$ cat src/design/ngs_pkg.sv
// ----------------------------------------------------------------------------
// ngs_pkg
// Shared constants and types for the next-greater-element stack unit.
// ----------------------------------------------------------------------------
package ngs_pkg;

   localparam int STACK_DEPTH_DEFAULT = 63;
   localparam int POS_BITS_DEFAULT    = 16;
   localparam int QUEUE_DEPTH         = 4;

   localparam int VALUE_W    = 32;
   localparam int POSITION_W = 16;
   localparam int STATUS_W   = 2;

   typedef enum logic [STATUS_W-1:0] {
      STATUS_FOUND    = 2'd0,
      STATUS_NONE     = 2'd1,
      STATUS_OVERFLOW = 2'd2
   } status_type;

endpackage

$ cat src/design/next_greater_element_stack_top.sv
// Next-greater-element unit on a monotonic stack.
// Per item the sequencer reads the stack top, pops each smaller entry, then
// pushes the item or reports overflow; a final item then flushes the rest.
// Each pop or flush is a separate registered top read of the single-port stack
// memory. The sequencer takes the next item only when the last is done.
// Reset (synchronous): stack empty, position counter zero, queue empty.
// ----------------------------------------------------------------------------
// next_greater_element_stack_top
// Front tags items with positions, a queue decouples it from the stack
// sequencer, which produces the answer transactions.
// ----------------------------------------------------------------------------
module next_greater_element_stack_top
   import ngs_pkg::*;
#(
   parameter int STACK_DEPTH = STACK_DEPTH_DEFAULT,
   parameter int POS_BITS    = POS_BITS_DEFAULT
) (
   input  logic                      clock,
   input  logic                      reset,
   input  logic                      req_valid,
   output logic                      req_stall,
   input  logic signed [VALUE_W-1:0] req_value,
   input  logic                      req_final_item,
   output logic                      rsp_valid,
   input  logic                      rsp_stall,
   output logic [POSITION_W-1:0]     rsp_position,
   output logic signed [VALUE_W-1:0] rsp_next_greater,
   output logic [STATUS_W-1:0]       rsp_status,
   output logic                      rsp_run_end
);

   localparam int ITEM_W = VALUE_W + POS_BITS + 1;

   logic              queue_full;
   logic              queue_write;
   logic [ITEM_W-1:0] queue_wdata;
   logic              queue_valid;
   logic              queue_read;
   logic [ITEM_W-1:0] queue_rdata;

   ngs_front #(
      .POS_BITS (POS_BITS)
   ) u_front (
      .clock          (clock),
      .reset          (reset),
      .req_valid      (req_valid),
      .req_stall      (req_stall),
      .req_value      (req_value),
      .req_final_item (req_final_item),
      .queue_full     (queue_full),
      .queue_write    (queue_write),
      .queue_data     (queue_wdata)
   );

   ngs_queue #(
      .WIDTH (ITEM_W),
      .DEPTH (QUEUE_DEPTH)
   ) u_queue (
      .clock      (clock),
      .reset      (reset),
      .write      (queue_write),
      .write_data (queue_wdata),
      .full       (queue_full),
      .read       (queue_read),
      .not_empty  (queue_valid),
      .read_data  (queue_rdata)
   );

   ngs_back #(
      .STACK_DEPTH (STACK_DEPTH),
      .POS_BITS    (POS_BITS)
   ) u_back (
      .clock            (clock),
      .reset            (reset),
      .queue_valid      (queue_valid),
      .queue_data       (queue_rdata),
      .queue_read       (queue_read),
      .rsp_valid        (rsp_valid),
      .rsp_stall        (rsp_stall),
      .rsp_position     (rsp_position),
      .rsp_next_greater (rsp_next_greater),
      .rsp_status       (rsp_status),
      .rsp_run_end      (rsp_run_end)
   );

endmodule

$ cat src/design/ngs_front.sv
// ----------------------------------------------------------------------------
// ngs_front
// Accepts input transactions, tags each with its sequence position and
// writes it into the work queue.
// ----------------------------------------------------------------------------
module ngs_front
   import ngs_pkg::*;
#(
   parameter int POS_BITS = POS_BITS_DEFAULT
) (
   input  logic                        clock,
   input  logic                        reset,
   input  logic                        req_valid,
   output logic                        req_stall,
   input  logic signed [VALUE_W-1:0]   req_value,
   input  logic                        req_final_item,
   input  logic                        queue_full,
   output logic                        queue_write,
   output logic [VALUE_W+POS_BITS:0]   queue_data
);

   logic [POS_BITS-1:0] next_pos_ff;
   logic [POS_BITS-1:0] next_pos_in;

   assign req_stall   = queue_full;
   assign queue_write = req_valid && !queue_full;
   assign queue_data  = {req_value, req_final_item, next_pos_ff};

   // position restarts after the last element of a sequence
   always_comb begin
      next_pos_in = next_pos_ff;
      if (queue_write) begin
         next_pos_in = req_final_item ? '0 : next_pos_ff + POS_BITS'(1);
      end
   end

   always_ff @(posedge clock) begin
      if (reset) begin
         next_pos_ff <= '0;
      end else begin
         next_pos_ff <= next_pos_in;
      end
   end

endmodule

$ cat src/design/ngs_queue.sv
// ----------------------------------------------------------------------------
// ngs_queue
// Small first-in first-out queue between the front and the back part.
// ----------------------------------------------------------------------------
module ngs_queue
   import ngs_pkg::*;
#(
   parameter int WIDTH = VALUE_W + POS_BITS_DEFAULT + 1,
   parameter int DEPTH = QUEUE_DEPTH
) (
   input  logic             clock,
   input  logic             reset,
   input  logic             write,
   input  logic [WIDTH-1:0] write_data,
   output logic             full,
   input  logic             read,
   output logic             not_empty,
   output logic [WIDTH-1:0] read_data
);

   localparam int PTR_W = (DEPTH > 1) ? $clog2(DEPTH) : 1;
   localparam int CNT_W = $clog2(DEPTH + 1);

   logic [WIDTH-1:0] entry_ff [DEPTH];
   logic [PTR_W-1:0] wr_ptr_ff, wr_ptr_in;
   logic [PTR_W-1:0] rd_ptr_ff, rd_ptr_in;
   logic [CNT_W-1:0] fill_ff, fill_in;
   logic             do_write;
   logic             do_read;

   assign full      = (fill_ff == CNT_W'(DEPTH));
   assign not_empty = (fill_ff != '0);
   assign read_data = entry_ff[rd_ptr_ff];
   assign do_write  = write && !full;
   assign do_read   = read && not_empty;

   always_comb begin
      wr_ptr_in = wr_ptr_ff;
      rd_ptr_in = rd_ptr_ff;
      fill_in   = fill_ff;
      if (do_write) begin
         wr_ptr_in = (wr_ptr_ff == PTR_W'(DEPTH - 1)) ? '0 : wr_ptr_ff + PTR_W'(1);
      end
      if (do_read) begin
         rd_ptr_in = (rd_ptr_ff == PTR_W'(DEPTH - 1)) ? '0 : rd_ptr_ff + PTR_W'(1);
      end
      if (do_write && !do_read) begin
         fill_in = fill_ff + CNT_W'(1);
      end else if (do_read && !do_write) begin
         fill_in = fill_ff - CNT_W'(1);
      end
   end

   always_ff @(posedge clock) begin
      if (do_write) begin
         entry_ff[wr_ptr_ff] <= write_data;
      end
   end

   always_ff @(posedge clock) begin
      if (reset) begin
         wr_ptr_ff <= '0;
         rd_ptr_ff <= '0;
         fill_ff   <= '0;
      end else begin
         wr_ptr_ff <= wr_ptr_in;
         rd_ptr_ff <= rd_ptr_in;
         fill_ff   <= fill_in;
      end
   end

endmodule

$ cat src/design/ngs_back.sv
// ----------------------------------------------------------------------------
// ngs_back
// Stack sequencer: pops smaller entries, pushes or reports overflow, flushes
// on the last element, and drives the result register.
// ----------------------------------------------------------------------------
module ngs_back
   import ngs_pkg::*;
#(
   parameter int STACK_DEPTH = STACK_DEPTH_DEFAULT,
   parameter int POS_BITS    = POS_BITS_DEFAULT
) (
   input  logic                         clock,
   input  logic                         reset,
   input  logic                         queue_valid,
   input  logic [VALUE_W+POS_BITS:0]    queue_data,
   output logic                         queue_read,
   output logic                         rsp_valid,
   input  logic                         rsp_stall,
   output logic [POSITION_W-1:0]        rsp_position,
   output logic signed [VALUE_W-1:0]    rsp_next_greater,
   output logic [STATUS_W-1:0]          rsp_status,
   output logic                         rsp_run_end
);

   localparam int CNT_W  = $clog2(STACK_DEPTH + 1);
   localparam int ADDR_W = $clog2(STACK_DEPTH);
   localparam int WORD_W = VALUE_W + POS_BITS;

   typedef enum logic [2:0] {
      ST_IDLE,
      ST_LOOK,
      ST_COMPARE,
      ST_PUSH,
      ST_FLUSH_LOOK,
      ST_FLUSH_EMIT,
      ST_DONE
   } state_type;

   logic [WORD_W-1:0] stack_mem [STACK_DEPTH];

   state_type                  state_ff, state_in;
   logic [CNT_W-1:0]           count_ff, count_in;
   logic signed [VALUE_W-1:0]  cur_value_ff;
   logic                       cur_final_ff;
   logic [POS_BITS-1:0]        cur_pos_ff;
   logic signed [VALUE_W-1:0]  rd_value_ff;
   logic [POS_BITS-1:0]        rd_pos_ff;
   logic                       hold_valid_ff;
   logic [POS_BITS-1:0]        hold_pos_ff;
   logic signed [VALUE_W-1:0]  hold_value_ff;
   status_type                 hold_status_ff;
   logic                       out_valid_ff;
   logic [POSITION_W-1:0]      out_pos_ff;
   logic signed [VALUE_W-1:0]  out_value_ff;
   status_type                 out_status_ff;
   logic                       out_run_end_ff;

   logic                       out_free;
   logic                       emit_new;
   logic                       finish;
   logic [POS_BITS-1:0]        new_pos;
   logic signed [VALUE_W-1:0]  new_value;
   status_type                 new_status;
   logic                       rd_en;
   logic                       wr_en;
   logic [ADDR_W-1:0]          top_addr;
   logic [ADDR_W-1:0]          push_addr;

   assign out_free  = !out_valid_ff || !rsp_stall;
   assign top_addr  = ADDR_W'(count_ff - CNT_W'(1));
   assign push_addr = ADDR_W'(count_ff);

   always_comb begin
      state_in   = state_ff;
      count_in   = count_ff;
      queue_read = 1'b0;
      emit_new   = 1'b0;
      finish     = 1'b0;
      new_pos    = rd_pos_ff;
      new_value  = cur_value_ff;
      new_status = STATUS_FOUND;
      rd_en      = 1'b0;
      wr_en      = 1'b0;
      unique case (state_ff)
         ST_IDLE: begin
            queue_read = queue_valid;
            if (queue_valid) begin
               state_in = ST_LOOK;
            end
         end
         ST_LOOK: begin
            if (count_ff == '0) begin
               state_in = ST_PUSH;
            end else begin
               rd_en    = 1'b1;
               state_in = ST_COMPARE;
            end
         end
         ST_COMPARE: begin
            if (rd_value_ff < cur_value_ff) begin
               if (out_free) begin
                  emit_new = 1'b1;
                  count_in = count_ff - CNT_W'(1);
                  state_in = ST_LOOK;
               end
            end else begin
               state_in = ST_PUSH;
            end
         end
         ST_PUSH: begin
            if (count_ff == CNT_W'(STACK_DEPTH)) begin
               // full stack: this element's answer is lost
               if (out_free) begin
                  emit_new   = 1'b1;
                  new_pos    = cur_pos_ff;
                  new_value  = '0;
                  new_status = STATUS_OVERFLOW;
                  state_in   = cur_final_ff ? ST_FLUSH_LOOK : ST_DONE;
               end
            end else begin
               wr_en    = 1'b1;
               count_in = count_ff + CNT_W'(1);
               state_in = cur_final_ff ? ST_FLUSH_LOOK : ST_DONE;
            end
         end
         ST_FLUSH_LOOK: begin
            if (count_ff == '0) begin
               state_in = ST_DONE;
            end else begin
               rd_en    = 1'b1;
               state_in = ST_FLUSH_EMIT;
            end
         end
         ST_FLUSH_EMIT: begin
            if (out_free) begin
               emit_new   = 1'b1;
               new_value  = '0;
               new_status = STATUS_NONE;
               count_in   = count_ff - CNT_W'(1);
               state_in   = ST_FLUSH_LOOK;
            end
         end
         ST_DONE: begin
            if (out_free || !hold_valid_ff) begin
               finish   = 1'b1;
               state_in = ST_IDLE;
            end
         end
         default: begin
            state_in = ST_IDLE;
         end
      endcase
   end

   always_ff @(posedge clock) begin
      if (wr_en) begin
         stack_mem[push_addr] <= {cur_value_ff, cur_pos_ff};
      end
      if (rd_en) begin
         {rd_value_ff, rd_pos_ff} <= stack_mem[top_addr];
      end
   end

   always_ff @(posedge clock) begin
      if (reset) begin
         state_ff      <= ST_IDLE;
         count_ff      <= '0;
         hold_valid_ff <= 1'b0;
         out_valid_ff  <= 1'b0;
      end else begin
         state_ff <= state_in;
         count_ff <= count_in;
         // a held result goes out once it is known whether it closes the item
         if (hold_valid_ff && (emit_new || finish)) begin
            out_valid_ff   <= 1'b1;
            out_pos_ff     <= POSITION_W'(hold_pos_ff);
            out_value_ff   <= hold_value_ff;
            out_status_ff  <= hold_status_ff;
            out_run_end_ff <= finish;
         end else if (out_valid_ff && !rsp_stall) begin
            out_valid_ff <= 1'b0;
         end
         if (emit_new) begin
            hold_valid_ff  <= 1'b1;
            hold_pos_ff    <= new_pos;
            hold_value_ff  <= new_value;
            hold_status_ff <= new_status;
         end else if (finish) begin
            hold_valid_ff <= 1'b0;
         end
         if (queue_read) begin
            {cur_value_ff, cur_final_ff, cur_pos_ff} <= queue_data;
         end
      end
   end

   assign rsp_valid        = out_valid_ff;
   assign rsp_position     = out_pos_ff;
   assign rsp_next_greater = out_value_ff;
   assign rsp_status       = out_status_ff;
   assign rsp_run_end      = out_run_end_ff;

endmodule

$ cat config.mk
export PLATFORM = sky130hd
export DESIGN_NAME = next_greater_element_stack_top
export DESIGN_NICKNAME = d
export VERILOG_FILES = /design/src/design/ngs_pkg.sv /design/src/design/next_greater_element_stack_top.sv /design/src/design/ngs_front.sv /design/src/design/ngs_queue.sv /design/src/design/ngs_back.sv
export SDC_FILE = /design/constraint.sdc
export NUM_CORES = 2
export LEC_CHECK = 0
export BUFFER_PORTS_ARGS = -buffer_cell sky130_fd_sc_hd__buf_4
export CORE_ASPECT_RATIO = 1.75
export CORE_MARGIN = 10
export CORE_UTILIZATION = 26
export CTS_CLUSTER_SIZE = 25
export DETAILED_ROUTE_END_ITERATION = 10
export PLACE_DENSITY = 0.42
export SLEW_MARGIN = 30
export SYNTH_ARGS = -nofsm -noshare
export SYNTH_HDL_FRONTEND = slang
export SYNTH_HIERARCHICAL = 1
export SYNTH_SLANG_ARGS = --single-unit
$ cat constraint.sdc
create_clock -name clock -period 12.5 [get_ports clock]
set_input_delay 1.875 -clock clock [delete_from_list [all_inputs] [get_ports clock]]
set_output_delay 1.875 -clock clock [all_outputs]
set_load 0.02 [all_outputs]
Word-level counts from Yosys, hierarchy flattened

Memories as Yosys holds them, arrays and structs flattened. A register that Yosys moved wholly into a read port is not among the register bits.
Cells that the tools add are included.
Widths: inputs -> output; s select.

Register bits: 135
Memories kept: 2
Input bits: 37
Memory bits (writable): 3220

Memories:

| name             | words | bits a word | rd ports | clocked after memory_dff | wr ports | RTL line        | text |
|---|---|---|---|---|---|---|---|
| u_back.stack_mem | 63    | 48          | 1        | 1                        | 1        | ngs_back.sv:39  | `logic [WORD_W-1:0] stack_mem [STACK_DEPTH];` |
| u_queue.entry_ff | 4     | 49          | 1        | 1                        | 1        | ngs_queue.sv:24 | `logic [WIDTH-1:0] entry_ff [DEPTH];` |

Bitwise operators: 1
Mux-type cells: 49
$lt $le $gt $ge: 1
Reductions and logical operators: 29
Eq/ne operators: 17
Add/subtract/negate cells: 7

Operators by type and width:

| kind                  | number |
|---|---|
| $mux 16               | 4 |
| $mux 32               | 2 |
| $pmux 32 s2           | 1 |
| $lt 32x32->1          | 1 |
| $mux 3                | 9 |
| $pmux 3 s7            | 1 |
| $mux 1                | 20 |
| $mux 6                | 3 |
| $pmux 6 s3            | 1 |
| $add 16x1->16 const B | 1 |
| $eq 3x3->1 const B    | 4 |
| $mux 2                | 6 |
| $ne 2x1->1 const B    | 4 |
| $logic_and 1x1->1     | 7 |
| $add 6x1->6 const B   | 1 |
| $eq 3x2->1 const B    | 2 |
| $eq 6x6->1 const B    | 1 |
| $logic_not 1->1       | 6 |
| $logic_not 6->1       | 1 |
| $ne 3x2->1 const B    | 2 |
| $reduce_and 2->1      | 3 |
| $reduce_bool 2->1     | 3 |
| $reduce_bool 3->1     | 2 |
| $sub 6x1->6 const B   | 1 |
| other kinds (14)      | 18 |

Logic depth before layout (Yosys ltp)

Depth in word-level cells: 8
Mapped depth: 14
Gate-level depth less buffers: 11

Cells and area by module

The synthesis kept the hierarchy.

Modules (own cells, without submodules):

| module    | cells each | times used | area each (µm²) |
|---|---|---|---|
| ngs_back  | 4948       | 1          | 122807.8 |
| ngs_queue | 306        | 1          | 7563.5 |
| ngs_front | 115        | 1          | 975.9 |

Worst setup path after synthesis

Ideal clock, no wire load.

Path kind: reg-to-reg
From: register u_back.cur_value_ff[19]
To: register u_back.out_value_ff[0], in the netlist u_back/rsp_next_greater[0] (enable)
Data arrival time: 8.057 ns
Stages on the path, launching flop included: 10
Setup time: 0.604 ns
Buffers on the path: 0
Setup slack: 3.839 ns
Period minus slack after synthesis: 8.661 ns
Cells stage by stage: edfxtp_1 -> inv_1 -> ha_1 -> a21oi_1 -> o21ai_0 -> a211oi_1 -> nand3_1 -> o31ai_1 -> o31ai_1 -> nor4b_1

Word-level cells in the longest chain between the ends: 6

Ends and longest elaborated chain:

| element                    | RTL line        | text |
|---|---|---|
| start, declared            | ngs_back.sv:43  | `logic signed [VALUE_W-1:0] cur_value_ff;` |
| start signal, assigned     | ngs_back.sv:192 | `{cur_value_ff, cur_final_ff, cur_pos_ff} <= queue_data;` |
| $lt 32x32->1               | ngs_back.sv:100 | `if (rd_value_ff < cur_value_ff) begin` |
| $mux 1                     | ngs_back.sv:100 |  |
| $pmux 1 s3                 | ngs_back.sv:84  | `unique case (state_ff)` |
| $logic_or 1x1->1           | ngs_back.sv:174 | `if (hold_valid_ff && (emit_new \|\| finish)) begin` |
| $logic_and 1x1->1          | ngs_back.sv:174 |  |
| $reduce_and 2->1 (no line) | -               |  |
| end signal, assigned       | ngs_back.sv:177 | `out_value_ff <= hold_value_ff;` |
| end, declared              | ngs_back.sv:54  | `logic signed [VALUE_W-1:0] out_value_ff;` |

No other way between the ends.
A chain may end at the register's enable or synchronous reset.

Final worst setup path

From: register u_back.count_ff[0]
To: register u_back.rd_value_ff[5], read port of u_back.stack_mem, data pin

Word-level cells in the longest chain between the ends: 3

Ends and longest elaborated chain:

| element                                                             | RTL line        | text |
|---|---|---|
| start, declared                                                     | ngs_back.sv:42  | `logic [CNT_W-1:0] count_ff, count_in;` |
| start signal, assigned                                              | ngs_back.sv:172 | `count_ff <= count_in;` |
| parallel branches: the longest is 3 deep, another holds $sub 6x1->6 | -               |  |
| end, declared                                                       | ngs_back.sv:46  | `logic signed [VALUE_W-1:0] rd_value_ff;` |

Parallel ways; which one is timed is not known.

==> summary.md <==
| Metric | Value |
|---|---|
| Status | completed |
| Critical Path End Type | register |
| DP Cell Count | roughly 12000 |
| Total grt overflow | 0 |
| Kind of critical path | register to register |
| Synth warn | 6 |
| Cell Area, Synth | between 100000 and 150000 µm² |
| Routing usage on met2 | around 29% |
| GP Congestion | 0.7565 |
| Clock Pin Slew Worst Setup and Hold Paths | ~60 ps |
| Sequential-to-total area share from yosys stat | between 70 and 80% |
| GR Util met3 | 2.109% |
| Hold slack final | roughly 410 ps |
| Commonest cells post-synth | edfxtp_1, mux4_2, nor2_1 |
| VDD IR max | 312.9 µV |
| PostCTS Resize Cnt | 0 |
| H-tree Lvls | 5 |
| Layout Cells excl Fill | 12630 |
| Routed wire length | between 400000 and 500000 µm |
| Drt wl/cell | between 30 and 40 µm |
| Final hold violations | 0 |
| Clock Path Buffers | 4 |
| Critical Path Fanout Max | about 130 |
| CTS tree | done |
| Final setup fails | 0 |
| Largest net degree at the start of global routing | ~150 |
| CTS root buffer | clkbuf_16 |
| Min cycle time layout | ~6000 ps |
| Startpoint types | register |
| Synthesized area per cell | approximately 24 µm² |
| Final Cycle Share | a little under half |
| Worst-Margin Slew | roughly 1100 ps |
| Antenna violations before repair | 26 |
| DRT Pass-1 Iters | 8 |
| Slew Limit Fails | 0 |
| First-pass GRT wire length | 584900 µm |
| Vias | approximately 60000 |
| Yosys top cell area share | about four fifths |
| Area grow syn2layout | 16.39% |
| Most used DFF post-synth | edfxtp_1 |
| LEAKAGE | ~0.045 µW |
| Slew HR | 24.14% |
| Total Routing Usage GR | between 15 and 20% |
| Number of port buffers | 89 |
| Busiest grt layer | met2 |
| Post-synth EDFFs | approximately 3400 |
| Full die area | 535100 µm² |
| Vias per cell | approximately 4.8 |
| Row count | roughly 350 |
| Initial core utilization | a little over a quarter |
| Die X | ~560 µm |
| I/O pins | 90 |
| Count leader, synth | edfxtp_1 |
| Detailed placement HPWL | between 200000 and 250000 µm |
| Grt met1 use | 19.55% |
| Tightest Hold Check Type | register to register |
| Die Y | slightly below 1000 µm |
| RSZ-0062 raised after global routing | false |
| Skew-Pair Late Insertion Delay | between 900 and 1000 ps |
| Final nets | around 5800 |
| Vias in the first global route | 63930 |
| Async S/R FF share, synth | 0% |
| PwrDens | ~230 nW/µm² |
| Fmax achieved | 0.1670 GHz |
| CP required | around 13000 ps |
| Synth Instances | approximately 5400 |
| Worst Path Arrival | 6670 ps |
| Synth top area cells | edfxtp_1, mux4_2, dfxtp_1 |
| Net count after synthesis | 5448 |
| # clock sinks | about 3500 |
| Post-CTS setup repair buffer count | 0 |
| Yosys cell types | 63 |
| Synth area leader | edfxtp_1 |
| Final ANT Viol Nets | 0 |
| Max_cap viols | 0 |
| Core area | slightly above 500000 µm² |
| 1st-iter DRT viols | just over 6000 |
| Yosys reg bits | 3454 |
| Hold Buf Count CTS | 0 |
| Drc violations | 0 |
| Inserted Clock Buffers | approximately 340 |
| Fillcell total | around 48000 |
| Setup TNS | 0 ps |
| Worst Skew | 88.50 ps |
| Share of layout cells above drive strength 1 | between 30% and 40% |
-- critical path: stages (launching register included) --
cell and delay (ps):
dfxtp_4 830, inv_1 350, ha_4 810, buf_4 520, buf_12 610, buf_4 810, mux4_2 410, mux4_2 580
mux4_2 480
-- flip-flops by register name (all words and copies together) (netlist names), 32 cells and up, named ones only --
register                 cells
u_back/rd_value_ff          32
u_back/hold_value_ff        32
u_back/stack_mem          3024
u_back/cur_value_ff         32
u_back/rsp_next_greater     32
u_queue/entry_ff           196
-- routing by layer --
metal,share of wire (%),wire (µm)
met1,39,170300
met2,53,230300
met4,3.2,13930
met5,0.0018,8
met3,4.7,20250
-- layout by cell type, fill, tap and decap left out, drive strengths merged, types with 4 or more instances in the layout --
master	instances
and3	7
a21oi	76
ha	41
and2	36
nor2b	12
nor4b	4
xnor2	10
mux2	20
clkbuf	427
dfxtp	36
inv	63
xor2	7
nor2	147
mux4	1009
clkinv	115
or3	13
o31ai	5
mux2i	52
buf	354
nand2	34
o21ai	17
nor3	8
bufinv	31
diode	9
a211oi	4
nand3	18
clkinvlp	10
nand4	8
edfxtp	3418
-- logic make-up (layout without fill, tap and decap cells) --
group / after synthesis / after routing / synth area share (%)
DFF: 3454 / 3454 / 78.69
adders and majority gates: 42 / 42 / 0.4058
buffers and inverters: 345 / 1000 / 1.245
xor gates and xnor gates: 17 / 17 / 0.1134
and+or+nand+nor: 304 / 304 / 1.115
other: 0 / 9 / 0
AOI/OAI and AO/OA: 126 / 126 / 0.5544
muxes: 1081 / 1081 / 17.87
-- worst paths after layout --
path / to / slack, ps / cells after the start / from
max: u_back/rd_value_ff[5] / 6510 / 8 / u_back/count_ff[0]
min: u_back/rsp_next_greater[22] / 410 / 0 / u_back/hold_value_ff[22]
max reg2reg: u_back/rd_value_ff[5] / 6510 / 8 / u_back/count_ff[0]
min reg2reg: u_back/rsp_next_greater[22] / 410 / 0 / u_back/hold_value_ff[22]
-- power by group --
part / switching, µW / total (µW) / internal (µW)
Combinational: 6110 / 10600 / 4450
Sequential: 261 / 14300 / 14000
Clock: 4570 / 10300 / 5770
-- area by class of cell --
cell class	count	area [µm²]	share of cell area, %
well taps	6593	8249	5.396
repair buffers	354	3298	2.157
diodes	9	22.52	0.01473
clock buffers	427	9014	5.896
flip-flops and latches	3454	103400	67.61
clock inverters	174	1802	1.179
multi-input cells	1570	26960	17.63
inverters	45	168.9	0.1105
-- through the flow --
step / instance area [µm²] / worst slack [ps] / util [%] / power, µW
finish: 152900 / 6511 / 30.35 / 35170
global route: 152900 / 6239 / 30.34 / 36470
CTS: 152700 / 6177 / 30.31 / 35700
detailed placement: 141900 / 6098 / 28.17 / 25290
global placement: 141300 / 5943 / 28.05 / 25170
floorplan: 131300 / 3839 / - / 21080
No activity file was read; power rests on OpenSTA's default activity.
